[config.mk]
export PLATFORM = sky130hd
export DESIGN_NAME = cell_balance_discharge_select_unit
export DESIGN_NICKNAME = d
export VERILOG_FILES = /design/src/cbds_pkg.sv /design/src/cbds_store.sv /design/src/cbds_scan.sv /design/src/cbds_sweep.sv /design/src/cell_balance_discharge_select_unit.sv
export SDC_FILE = /design/constraint.sdc
export NUM_CORES = 1
export LEC_CHECK = 0
export ABC_AREA = 0
export BUFFER_PORTS_ARGS = -buffer_cell sky130_fd_sc_hd__buf_2
export CAP_MARGIN = 20
export CORE_ASPECT_RATIO = 2
export CORE_MARGIN = 10
export CORE_UTILIZATION = 30
export CTS_CLUSTER_SIZE = 20
export DETAILED_ROUTE_END_ITERATION = 8
export GPL_ROUTABILITY_DRIVEN = 0
export SETUP_SLACK_MARGIN = 0.3
export SLEW_MARGIN = 5
export SYNTH_ARGS = -nofsm -noshare
export SYNTH_HDL_FRONTEND = slang
export SYNTH_SLANG_ARGS = --single-unit
export TNS_END_PERCENT = 100
[constraint.sdc]
create_clock -name clk_i -period 4.2 [get_ports clk_i]
set_input_delay 0.42 -clock clk_i [delete_from_list [all_inputs] [get_ports clk_i]]
set_output_delay 0.42 -clock clk_i [all_outputs]
set_load 0.03 [all_outputs]
[src/cbds_pkg.sv]
// ----------------------------------------------------------------------------
// cbds_pkg
// Shared constants, register codes and types of the discharge select unit.
// ----------------------------------------------------------------------------
package cbds_pkg;

  localparam int unsigned NUM_MODULES = 36;
  localparam int unsigned IDX_W       = $clog2(NUM_MODULES);
  localparam int unsigned CNT_W       = $clog2(NUM_MODULES + 1);
  localparam int unsigned VOLT_W      = 16;
  localparam int unsigned LIMIT_W     = VOLT_W + 1;
  localparam int unsigned MASK_W      = 36;
  localparam int unsigned OUT_IDX_W   = 6;
  localparam int unsigned CFG_IDX_W   = 2;
  localparam int unsigned CFG_DATA_W  = 16;

  localparam logic [VOLT_W-1:0] THR_RESET = 16'd40000;
  localparam logic [VOLT_W-1:0] TOL_RESET = 16'd500;

  localparam logic [CFG_IDX_W-1:0] REG_START_THRESHOLD = 2'd0;
  localparam logic [CFG_IDX_W-1:0] REG_BALANCE_TOL     = 2'd1;

  typedef struct packed {
    logic [NUM_MODULES-1:0] en_flags;
    logic [VOLT_W-1:0]      min_volt;
    logic [IDX_W-1:0]       min_idx;
    logic                   any_en;
    logic [CNT_W-1:0]       count;
  } scan_info_t;

  typedef enum logic [1:0] {
    ST_SCAN  = 2'b01,
    ST_SWEEP = 2'b10
  } state_e;

endpackage

[src/cbds_store.sv]
// ----------------------------------------------------------------------------
// cbds_store
// Voltage store: one write port, one read port, registered read data.
// ----------------------------------------------------------------------------
module cbds_store import cbds_pkg::*; (
  input  logic              clk_i,
  input  logic              wr_en_i,
  input  logic [IDX_W-1:0]  wr_addr_i,
  input  logic [VOLT_W-1:0] wr_data_i,
  input  logic              rd_en_i,
  input  logic [IDX_W-1:0]  rd_addr_i,
  output logic [VOLT_W-1:0] rd_data_o
);

  logic [VOLT_W-1:0] mem_q [NUM_MODULES];
  logic [VOLT_W-1:0] rd_data_q;

  always_ff @(posedge clk_i) begin
    if (wr_en_i) begin
      mem_q[wr_addr_i] <= wr_data_i;
    end
    if (rd_en_i) begin
      rd_data_q <= mem_q[rd_addr_i];
    end
  end

  assign rd_data_o = rd_data_q;

endmodule

[src/cbds_scan.sv]
// ----------------------------------------------------------------------------
// cbds_scan
// Item intake: module counter, enable flags, running minimum, store writes.
// ----------------------------------------------------------------------------
module cbds_scan import cbds_pkg::*; (
  input  logic              clk_i,
  input  logic              rst_ni,
  input  logic              acc_i,
  input  logic [VOLT_W-1:0] volt_i,
  input  logic              en_i,
  input  logic              clr_i,
  output scan_info_t        info_o,
  output logic              wr_en_o,
  output logic [IDX_W-1:0]  wr_addr_o,
  output logic [VOLT_W-1:0] wr_data_o
);

  scan_info_t info_q, info_d;
  logic       room;
  logic [IDX_W-1:0] idx;

  assign room = info_q.count < CNT_W'(NUM_MODULES);
  assign idx  = info_q.count[IDX_W-1:0];

  always_comb begin
    info_d = info_q;
    if (clr_i) begin
      info_d.en_flags = '0;
      info_d.min_volt = '1;
      info_d.min_idx  = '0;
      info_d.any_en   = 1'b0;
      info_d.count    = '0;
    end else if (acc_i && room) begin
      info_d.count = info_q.count + CNT_W'(1);
      if (en_i) begin
        info_d.en_flags[idx] = 1'b1;
        if (!info_q.any_en || (volt_i < info_q.min_volt)) begin
          info_d.min_volt = volt_i;
          info_d.min_idx  = idx;
          info_d.any_en   = 1'b1;
        end
      end
    end
  end

  always_ff @(posedge clk_i or negedge rst_ni) begin
    if (!rst_ni) begin
      info_q.en_flags <= '0;
      info_q.min_volt <= '1;
      info_q.min_idx  <= '0;
      info_q.any_en   <= 1'b0;
      info_q.count    <= '0;
    end else begin
      info_q <= info_d;
    end
  end

  assign info_o    = info_q;
  assign wr_en_o   = acc_i && room;
  assign wr_addr_o = idx;
  assign wr_data_o = volt_i;

endmodule

[src/cbds_sweep.sv]
// ----------------------------------------------------------------------------
// cbds_sweep
// Final pass: reads each stored voltage once and builds the discharge mask.
// ----------------------------------------------------------------------------
module cbds_sweep import cbds_pkg::*; (
  input  logic                   clk_i,
  input  logic                   rst_ni,
  input  logic                   go_i,
  input  scan_info_t             info_i,
  input  logic [LIMIT_W-1:0]     limit_i,
  output logic                   rd_en_o,
  output logic [IDX_W-1:0]       rd_addr_o,
  input  logic [VOLT_W-1:0]      rd_data_i,
  output logic                   done_o,
  output logic [NUM_MODULES-1:0] dch_o
);

  logic                   active_q, active_d;
  logic [IDX_W-1:0]       rd_idx_q, rd_idx_d;
  logic                   cmp_vld_q, cmp_last_q, cmp_last_d;
  logic [IDX_W-1:0]       cmp_idx_q;
  logic [NUM_MODULES-1:0] dch_q, dch_d;
  logic                   done_q, done_d;
  logic                   last_issue;

  assign last_issue = (CNT_W'(rd_idx_q) + CNT_W'(1)) == info_i.count;

  always_comb begin
    active_d   = active_q;
    rd_idx_d   = rd_idx_q;
    dch_d      = dch_q;
    cmp_last_d = active_q && last_issue;
    done_d     = cmp_vld_q && cmp_last_q;
    if (go_i) begin
      active_d = 1'b1;
      rd_idx_d = '0;
      dch_d    = '0;
    end else if (active_q) begin
      rd_idx_d = rd_idx_q + IDX_W'(1);
      if (last_issue) begin
        active_d = 1'b0;
      end
    end
    if (cmp_vld_q) begin
      dch_d[cmp_idx_q] = info_i.en_flags[cmp_idx_q] && ({1'b0, rd_data_i} > limit_i);
    end
  end

  always_ff @(posedge clk_i or negedge rst_ni) begin
    if (!rst_ni) begin
      active_q   <= 1'b0;
      rd_idx_q   <= '0;
      cmp_vld_q  <= 1'b0;
      cmp_last_q <= 1'b0;
      cmp_idx_q  <= '0;
      done_q     <= 1'b0;
    end else begin
      active_q   <= active_d;
      rd_idx_q   <= rd_idx_d;
      cmp_vld_q  <= active_q;
      cmp_last_q <= cmp_last_d;
      cmp_idx_q  <= rd_idx_q;
      done_q     <= done_d;
    end
  end

  always_ff @(posedge clk_i) begin
    dch_q <= dch_d;
  end

  assign rd_en_o   = active_q;
  assign rd_addr_o = rd_idx_q;
  assign done_o    = done_q;
  assign dch_o     = dch_q;

`ifndef ASSERT_OFF
  a_cmp_in_range: assert property (@(posedge clk_i) disable iff (!rst_ni)
    cmp_vld_q |-> (CNT_W'(cmp_idx_q) < info_i.count))
    else $error("compare index beyond scanned modules");

  a_done_idle: assert property (@(posedge clk_i) disable iff (!rst_ni)
    done_q |-> (!active_q && !cmp_vld_q))
    else $error("sweep done while reads outstanding");
`endif

endmodule

[src/cell_balance_discharge_select_unit.sv]
// ----------------------------------------------------------------------------
// cell_balance_discharge_select_unit
// Stores module voltages, tracks the minimum and selects modules to discharge.
// ----------------------------------------------------------------------------
// An item is taken at each edge with start high and busy low; busy stays
// low while a scan loads. After the item with last_module, busy is high
// until the sweep, one store read per module stored in the scan, is done;
// the result strobe is registered from that done flag, for one cycle.
// Reset clears the scan state and loads the register defaults; the store
// keeps no reset. The result receiver cannot stall.
module cell_balance_discharge_select_unit import cbds_pkg::*; (
  input  logic                  clk_i,
  input  logic                  rst_ni,
  input  logic                  start,
  output logic                  busy,
  input  logic [VOLT_W-1:0]     cell_voltage_i,
  input  logic                  module_enabled_i,
  input  logic                  last_module_i,
  input  logic                  cfg_we_i,
  input  logic [CFG_IDX_W-1:0]  cfg_idx_i,
  input  logic [CFG_DATA_W-1:0] cfg_data_i,
  output logic                  result_valid_o,
  output logic [MASK_W-1:0]     discharge_mask_o,
  output logic [MASK_W-1:0]     update_mask_o,
  output logic [VOLT_W-1:0]     minimum_voltage_o,
  output logic [OUT_IDX_W-1:0]  minimum_index_o,
  output logic                  below_threshold_mode_o
);

  state_e                 state_q, state_d;
  logic [VOLT_W-1:0]      thr_q, tol_q;
  logic                   acc, go, swp_done;
  scan_info_t             info;
  logic                   wr_en, rd_en;
  logic [IDX_W-1:0]       wr_addr, rd_addr;
  logic [VOLT_W-1:0]      wr_data, rd_data;
  logic [NUM_MODULES-1:0] dch;
  logic                   below;
  logic [LIMIT_W-1:0]     limit;
  logic [NUM_MODULES+MASK_W-1:0] dch_ext, upd_ext;

  logic                   valid_q;
  logic [MASK_W-1:0]      dch_mask_q, upd_mask_q;
  logic [VOLT_W-1:0]      min_volt_q;
  logic [OUT_IDX_W-1:0]   min_idx_q;
  logic                   below_q;

  assign busy = (state_q != ST_SCAN);
  assign acc  = start && !busy;
  assign go   = acc && last_module_i;

  assign below = info.any_en && (info.min_volt < thr_q);
  assign limit = below ? {1'b0, thr_q}
                       : ({1'b0, info.min_volt} + {1'b0, tol_q});

  assign dch_ext = {{MASK_W{1'b0}}, dch};
  assign upd_ext = {{MASK_W{1'b0}}, info.en_flags};

  cbds_scan u_scan (
    .clk_i     (clk_i),
    .rst_ni    (rst_ni),
    .acc_i     (acc),
    .volt_i    (cell_voltage_i),
    .en_i      (module_enabled_i),
    .clr_i     (swp_done),
    .info_o    (info),
    .wr_en_o   (wr_en),
    .wr_addr_o (wr_addr),
    .wr_data_o (wr_data)
  );

  cbds_store u_store (
    .clk_i     (clk_i),
    .wr_en_i   (wr_en),
    .wr_addr_i (wr_addr),
    .wr_data_i (wr_data),
    .rd_en_i   (rd_en),
    .rd_addr_i (rd_addr),
    .rd_data_o (rd_data)
  );

  cbds_sweep u_sweep (
    .clk_i     (clk_i),
    .rst_ni    (rst_ni),
    .go_i      (go),
    .info_i    (info),
    .limit_i   (limit),
    .rd_en_o   (rd_en),
    .rd_addr_o (rd_addr),
    .rd_data_i (rd_data),
    .done_o    (swp_done),
    .dch_o     (dch)
  );

  always_comb begin
    state_d = state_q;
    unique case (state_q)
      ST_SCAN: begin
        if (go) begin
          state_d = ST_SWEEP;
        end
      end
      ST_SWEEP: begin
        if (swp_done) begin
          state_d = ST_SCAN;
        end
      end
      default: state_d = ST_SCAN;
    endcase
  end

  always_ff @(posedge clk_i or negedge rst_ni) begin
    if (!rst_ni) begin
      state_q <= ST_SCAN;
      valid_q <= 1'b0;
      thr_q   <= THR_RESET;
      tol_q   <= TOL_RESET;
    end else begin
      state_q <= state_d;
      valid_q <= swp_done;
      if (cfg_we_i) begin
        unique case (cfg_idx_i)
          REG_START_THRESHOLD: thr_q <= cfg_data_i[VOLT_W-1:0];
          REG_BALANCE_TOL:     tol_q <= cfg_data_i[VOLT_W-1:0];
          default: ;
        endcase
      end
    end
  end

  always_ff @(posedge clk_i) begin
    if (swp_done) begin
      dch_mask_q <= dch_ext[MASK_W-1:0];
      upd_mask_q <= upd_ext[MASK_W-1:0];
      min_volt_q <= info.any_en ? info.min_volt : '0;
      min_idx_q  <= info.any_en ? OUT_IDX_W'(info.min_idx) : '0;
      below_q    <= below;
    end
  end

  assign result_valid_o         = valid_q;
  assign discharge_mask_o       = dch_mask_q;
  assign update_mask_o          = upd_mask_q;
  assign minimum_voltage_o      = min_volt_q;
  assign minimum_index_o        = min_idx_q;
  assign below_threshold_mode_o = below_q;

`ifndef ASSERT_OFF
  a_done_in_sweep: assert property (@(posedge clk_i) disable iff (!rst_ni)
    swp_done |-> (state_q == ST_SWEEP))
    else $error("sweep done outside sweep state");

  a_last_blocks: assert property (@(posedge clk_i) disable iff (!rst_ni)
    go |=> busy)
    else $error("not busy after final item");

  a_single_strobe: assert property (@(posedge clk_i) disable iff (!rst_ni)
    result_valid_o |=> !result_valid_o)
    else $error("result strobe longer than one cycle");
`endif

endmodule
* Word level (Yosys, flattened, before mapping) *
Memories as Yosys holds them, arrays and structs flattened. A register that Yosys moved wholly into a read port is not among the register bits.
Index checks and enable logic that the tools add are counted.

word-level totals
  output and inout bits = 97
  memories kept = 1
  bits in writable memories = 576
  word-level logic and storage cells = 87
  input port bits = 40
  flip-flop bits (word level) = 247

memories
  name           words  bits a word  rd ports  clocked after Yosys merged registers in  write ports  line              source
  u_store.mem_q  36     16           1         1                                        1            cbds_store.sv:15  logic [VOLT_W-1:0] mem_q [NUM_MODULES];

cells by class
  equality and inequality tests = 7
  reduce and logical (&&, ||, !) cells = 22
  multiplexer cells = 24
  add/sub/neg operators = 3
  bitwise logic cells = 1
  order comparisons = 8

operators by type and width
  cell                   count
  $mux W65               2
  $mux W36               2
  $mux W59               1
  $bwmux W36             1
  $or A36 B36 Y36        1
  $lt A16 B16 Y1         2
  $mux W23               1
  $add A16 B16 Y17       1
  $gt A16 B17 Y1         1
  $mux W17               1
  $lt A6 B7 Y1 const B   2
  $add A6 B1 Y6 const B  2
  $demux W1 S6           2
  $ge A6 B1 Y1 const B   2
  $mux W6                2
  $logic_and A1 B1 Y1    9
  $mux W1                8
  $reduce_and A2 Y1      4
  $reduce_bool A2 Y1     4
  $bmux W1 S6            1
  $eq A6 B6 Y1           1
  $lt A6 B6 Y1 const B   1
  $eq A2 B1 Y1 const B   2
  $mux W2                2
  other kinds (8)        10

* Longest topological paths before layout *
  depth after elaboration = 8
  depth in mapped cells = 21
  mapped depth without buffers = 20

* Cells and area by module *
From an unflattened synthesis, not the netlist that was laid out.

second synthesis, totals
  cell total of the unflattened synthesis = 2286
  area, all modules = 35312.6 um^2

by module, submodules not included
  module                              area each (um^2)  instances  cells each
  cbds_store                          23271.1           1          1201
  cell_balance_discharge_select_unit  5612.9            1          399
  cbds_scan                           3310.7            1          342
  cbds_sweep                          3118.0            1          344

* Worst setup path before layout *
Ideal clock, no wire load.

  path kind = reg-to-reg
  from = reg u_scan.info_q (netlist bit u_scan.info_o[22])
  to = reg u_sweep.dch_q[11], in the netlist u_sweep.dch_o[11]
  path slack = 0.454 ns
  setup time = 0.070 ns
  clock period less this slack = 3.746 ns
  arrival time = 3.676 ns
  buffers on the path = 3
  cell stages (with the launch flop) = 21
  cell sequence = dfstp_2 ha_1 a21o_1 a21oi_1 o21ai_0 a2111oi_0 o21ai_0 clkbuf_1 buf_2 nand2_1 o21ai_0 ha_1 nor2b_1 o21a_1 o21a_1 o21ai_0 a221o_1 a21oi_1 nand3_2 buf_2 o21ai_1

on the way
  word-level cells in the longest chain between the ends = 7

RTL lines
  element                  line                                      source
  from (decl)              cbds_scan.sv:18                           scan_info_t info_q, info_d;
  from (signal assigned)   cbds_scan.sv:54                           info_q <= info_d;
  $lt A16 B16 Y1           cell_balance_discharge_select_unit.sv:52  assign below = info.any_en && (info.min_volt < thr_q);
  $logic_and A1 B1 Y1      cell_balance_discharge_select_unit.sv:52
  $mux W17 (*)             cell_balance_discharge_select_unit.sv:53  assign limit = below ? {1'b0, thr_q}
  $gt A16 B17 Y1 (*)       cbds_sweep.sv:45                          dch_d[cmp_idx_q] = info_i.en_flags[cmp_idx_q] && ({1'b0, rd_data_i} > limit_i);
  $logic_and A1 B1 Y1 (*)  cbds_sweep.sv:45
  $bwmux W36 (*)           cbds_sweep.sv:45
  $mux W36 (*)             cbds_sweep.sv:44                          if (cmp_vld_q) begin
  via u_sweep.dch_d[11]    cbds_sweep.sv:22                          logic [NUM_MODULES-1:0] dch_q, dch_d;
  to (signal assigned)     cbds_sweep.sv:68                          dch_q <= dch_d;
  to (decl)                cbds_sweep.sv:22

The timed path passes the listed nets; every way through them passes the cells marked *.
A chain may end at the register's enable or synchronous reset.

* Worst setup path in the final report *
  from = reg u_scan.info_q (netlist bit u_scan.info_o[13])
  to = reg u_sweep.dch_q[22], in the netlist u_sweep.dch_o[22]

Same word-level chain as after synthesis.

==> flow_summary.json <==
{
  "number_of_antenna_violations_at_the_first_check_in_global_routing": 4,
  "cellInternalPower_w": 0.01752,
  "dieHeight_um": 493.9,
  "detail_route.drc_violations": 0,
  "drt_pre_antenna_iters": 5,
  "postPlaceCellArea_mm2": 0.03661,
  "timing.critical_path.required_ns": 4.76,
  "timing.slew.headroom_pct": 27.58,
  "maximum_number_of_pins_on_one_net_before_global_route_repair": 106,
  "peakVddDrop_mv": 0.3171,
  "clock-skew-final_ns": 0.01937,
  "gr-usage-all-layers_pct": 13.58,
  "initial_standard_cell_utilization_of_the_core_pct": 30.28,
  "crit_path_start_kind": "flop",
  "post_synth_instance_area_mm2": 0.03369,
  "tritoncts_buffers": 67,
  "hpwlAfterDp_um": 61670,
  "fillerInstances": 10450,
  "report.final.slew_viol_count": 0,
  "timing_worst_slew_pin_value_ns": 1.086,
  "layout_cell_area_excl_fill_mm2": 0.03946,
  "sequential_cell_area_mm2": 0.02430,
  "finalHoldWorstSlack_ns": 0.03621,
  "run_status": "complete, no violations",
  "clock-sinks": 839,
  "boundaryPins": 137,
  "synth_seq_area_share_pct": 72.10,
  "ys_ff_latch": 839,
  "placement.io_buffers": 136,
  "tritoncts": "yes",
  "drtAntennaViolNets": 0,
  "seq_power_share_pct": 41.7,
  "criticalPathCategory": "flop to flop",
  "die-area_mm2": 0.1269,
  "post_synth_num_cell_types": 61,
  "first_global_vias": 19630,
  "ctsRootBufferMaster": "clkbuf_16",
  "multi_input_area_mm2": 0.009121,
  "endpoint_type_of_the_worst_setup_path": "flop",
  "p_comb_share_pct": 33.5,
  "insertion_delay_ns": 0.65,
  "drive_above_1_share_pct": 29.23,
  "drt-total-wl_um": 88030,
  "num-nets-final": 2278,
  "min-delay-path-class": "input pin to flop",
  "synthCells": 1940,
  "totalNegativeSetupSlack_ns": 0,
  "crit_arrival_ns": 4.63,
  "floorplan.rows": 173,
  "p_sw_share_pct": 32.61,
  "grt_pass1_wl_um": 129100,
  "area.growth.synth_to_final_pct": 17.12,
  "synth_top_cell_by_area": "edfxtp_1",
  "ys.warnings.count": 0,
  "leakagePower_nw": 13.48,
  "synth.net_count": 2045,
  "synthesis.area_per_instance_um2": 17.36,
  "clock_tree.buffer_depth": 3,
  "fmaxAchievable_mhz": 245.9,
  "edff_count_synth": 687,
  "vias": 18240,
  "critPathMaxFanout": 9,
  "grt_setup_unrepaired": "true",
  "final_common_cell": "edfxtp_1",
  "final_min_period_over_clock_period_pct": 96.83,
  "hold_viol": 0,
  "drt-initial-drc-count": 1213,
  "pwr-share-clk_pct": 24.7,
  "maxCapViolCount": 0,
  "p_switching_w": 0.008478,
  "netlist_top_cells_area": "edfxtp_1 61%, mux4_2 12%, dfrtp_1 6.5%, ha_1 2.4%, dfstp_2 2.2%",
  "synth.top_cell.area_share_pct": 61.24,
  "die_x_um": 257.0,
  "htreeDepth": 3,
  "vias_per_cell": 4.912,
  "synth-async-reset-ratio_pct": 13.83,
  "grt_remaining_overflow": 0,
  "layout.cells.most_common_list": "687 x edfxtp_1, 177 x mux4_2, 169 x nor2_1",
  "cts.clk_slew.worst_paths_ns": 0.07,
  "drt-wirelength-per-cell_um": 23.71,
  "postSynth.topFlopCell": "edfxtp_1",
  "setup_violations": 0,
  "post-route-min-period_ns": 4.067,
  "pwr_per_cell_area_mw_per_mm2": 659.0,
  "floorplan.core_area_mm2": 0.1113
}
## layer usage
layer	track usage, %	wire length (um)
met1	12.59	28940
met2	28.01	52050
met3	2.011	3007
met4	6.264	4025
met5	0	0
## layout make-up
cell class                 count  share of cell area (%)
sequential                   839                   61.59
multi-input combinational    962                   23.12
tap                         1487                   4.716
timing repair buffer         261                   4.668
clock buffer                  77                   4.424
clock inverter                43                   1.075
inverter                      42                  0.3996
antenna                        1                0.006342
## power groups by stage
| stage | logic, W | clock network [W] | registers [W] |
|---|---|---|---|
| after global placement | 0.00755 | 0 | 0.0110 |
| final | 0.00872 | 0.00643 | 0.0108 |
| after detailed placement | 0.00771 | 0 | 0.0110 |
| after floorplan | 0.00550 | 0 | 0.0105 |
| after CTS | 0.00845 | 0.00658 | 0.0108 |
| after global routing | 0.00939 | 0.00685 | 0.0109 |
## cells in the mapped netlist, drive strengths merged (3+ instances only)
| master | n |
|---|---|
| a211o | 16 |
| dfstp | 28 |
| inv | 40 |
| buf | 49 |
| a221oi | 3 |
| nand3 | 49 |
| mux2i | 29 |
| edfxtp | 687 |
| or2 | 3 |
| nand3b | 6 |
| nor3b | 9 |
| dfrtp | 88 |
| mux4 | 177 |
| xor2 | 11 |
| ha | 64 |
| a21o | 6 |
| nand4 | 11 |
| mux2 | 21 |
| and2 | 12 |
| a21oi | 64 |
| nand2 | 106 |
| o21ai | 98 |
| nor3 | 14 |
| clkbuf | 48 |
| nor2 | 171 |
| nor2b | 13 |
| o21a | 7 |
| xnor2 | 11 |
| a211oi | 10 |
| nand2b | 7 |
| a31oi | 6 |
| a22oi | 4 |
| and3 | 6 |
| o211ai | 7 |
| dfxtp | 36 |
## final timing paths
| check | start | to | slack [ns] | cells after the start |
|---|---|---|---|---|
| worst max-delay path | u_scan.info_o[13]$_DFFE_PN1P_ | u_sweep.dch_o[22]$_DFF_P_ | 0.13 | 22 |
| worst min-delay path | cfg_data_i[8] | tol_q[8]$_DFFE_PN1P_ | 0.04 | 2 |
| worst max register to register | u_scan.info_o[13]$_DFFE_PN1P_ | u_sweep.dch_o[22]$_DFF_P_ | 0.13 | 22 |
| worst min register to register | u_sweep.dch_o[31]$_DFF_P_ | discharge_mask_o[31]$_DFFE_PP_ | 0.44 | 0 |
| max in group asynchronous | rst_ni | u_scan.info_o[29]$_DFFE_PN0P_ | 2.96 | 3 |
| min in group asynchronous | rst_ni | thr_q[0]$_DFFE_PN0P_ | 0.36 | 2 |
## logic make-up (layout without fill, tap and decap cells)
group | Yosys count | after routing | share of synthesized area (%)
compound gates | 235 | 235 | 4.175
simple gates | 413 | 413 | 5.493
xor+xnor | 22 | 22 | 0.5720
buf+inv | 139 | 423 | 1.827
fa+ha+maj | 65 | 65 | 2.436
flops | 839 | 839 | 72.10
other cells | 0 | 1 | 0
mux | 227 | 227 | 13.40
## sequential cells by signal, summed over array words and instances, names as in the netlist, 2 cells and up
name / flops
discharge_mask_o: 36
minimum_index_o: 6
minimum_voltage_o: 16
state_q: 2
thr_q: 16
tol_q: 16
u_scan.info_o: 59
u_scan.wr_addr_o: 6
u_store.mem_q: 576
u_store.rd_data_o: 16
u_sweep.cmp_idx_q: 6
u_sweep.dch_o: 36
u_sweep.rd_addr_o: 6
update_mask_o: 36
## stage by stage
stage                     worst slack [ns]  utilization (%)  power, W  std cells
after floorplan                     0.4542                -   0.01602       1940
after detailed placement           -0.1293            32.91   0.01872       3561
final                               0.1331            35.46   0.02600       3712
after global placement             -0.1599            32.91   0.01854       3561
after CTS                           0.1700            35.24   0.02586       3704
after global routing             -0.004897            35.46   0.02718       3712
## worst max-delay path: stages (launching register included)
cell and delay, ns:
dfstp_2 0.55, ha_4 0.13, inv_2 0.03, fa_2 0.36, nor2b_4 0.17, o31ai_4 0.08, a211oi_2 0.25, buf_4 0.17
o21ai_2 0.06, nand2b_1 0.09, a21oi_2 0.06, xnor2_1 0.14, a21oi_1 0.09, ha_1 0.29, nand4_1 0.11, nor2_1 0.11
nand3_1 0.11, a221o_1 0.32, a21oi_4 0.23, nand3_4 0.14, buf_6 0.19, buf_16 0.15, o21ai_2 0.13
## what timing repair did
action | 4_1_cts | 5_1_grt
gates resized for setup | 48 | 44
hold buffers | 8 | 0
buffers inserted | 12 | 4
gates cloned | 3 | 2
pin swaps | 10 | 23
endpoints found under the setup margin | 36 | 36
endpoints found under the hold margin | 29 | 0
No activity file was read; power rests on OpenSTA's default activity.
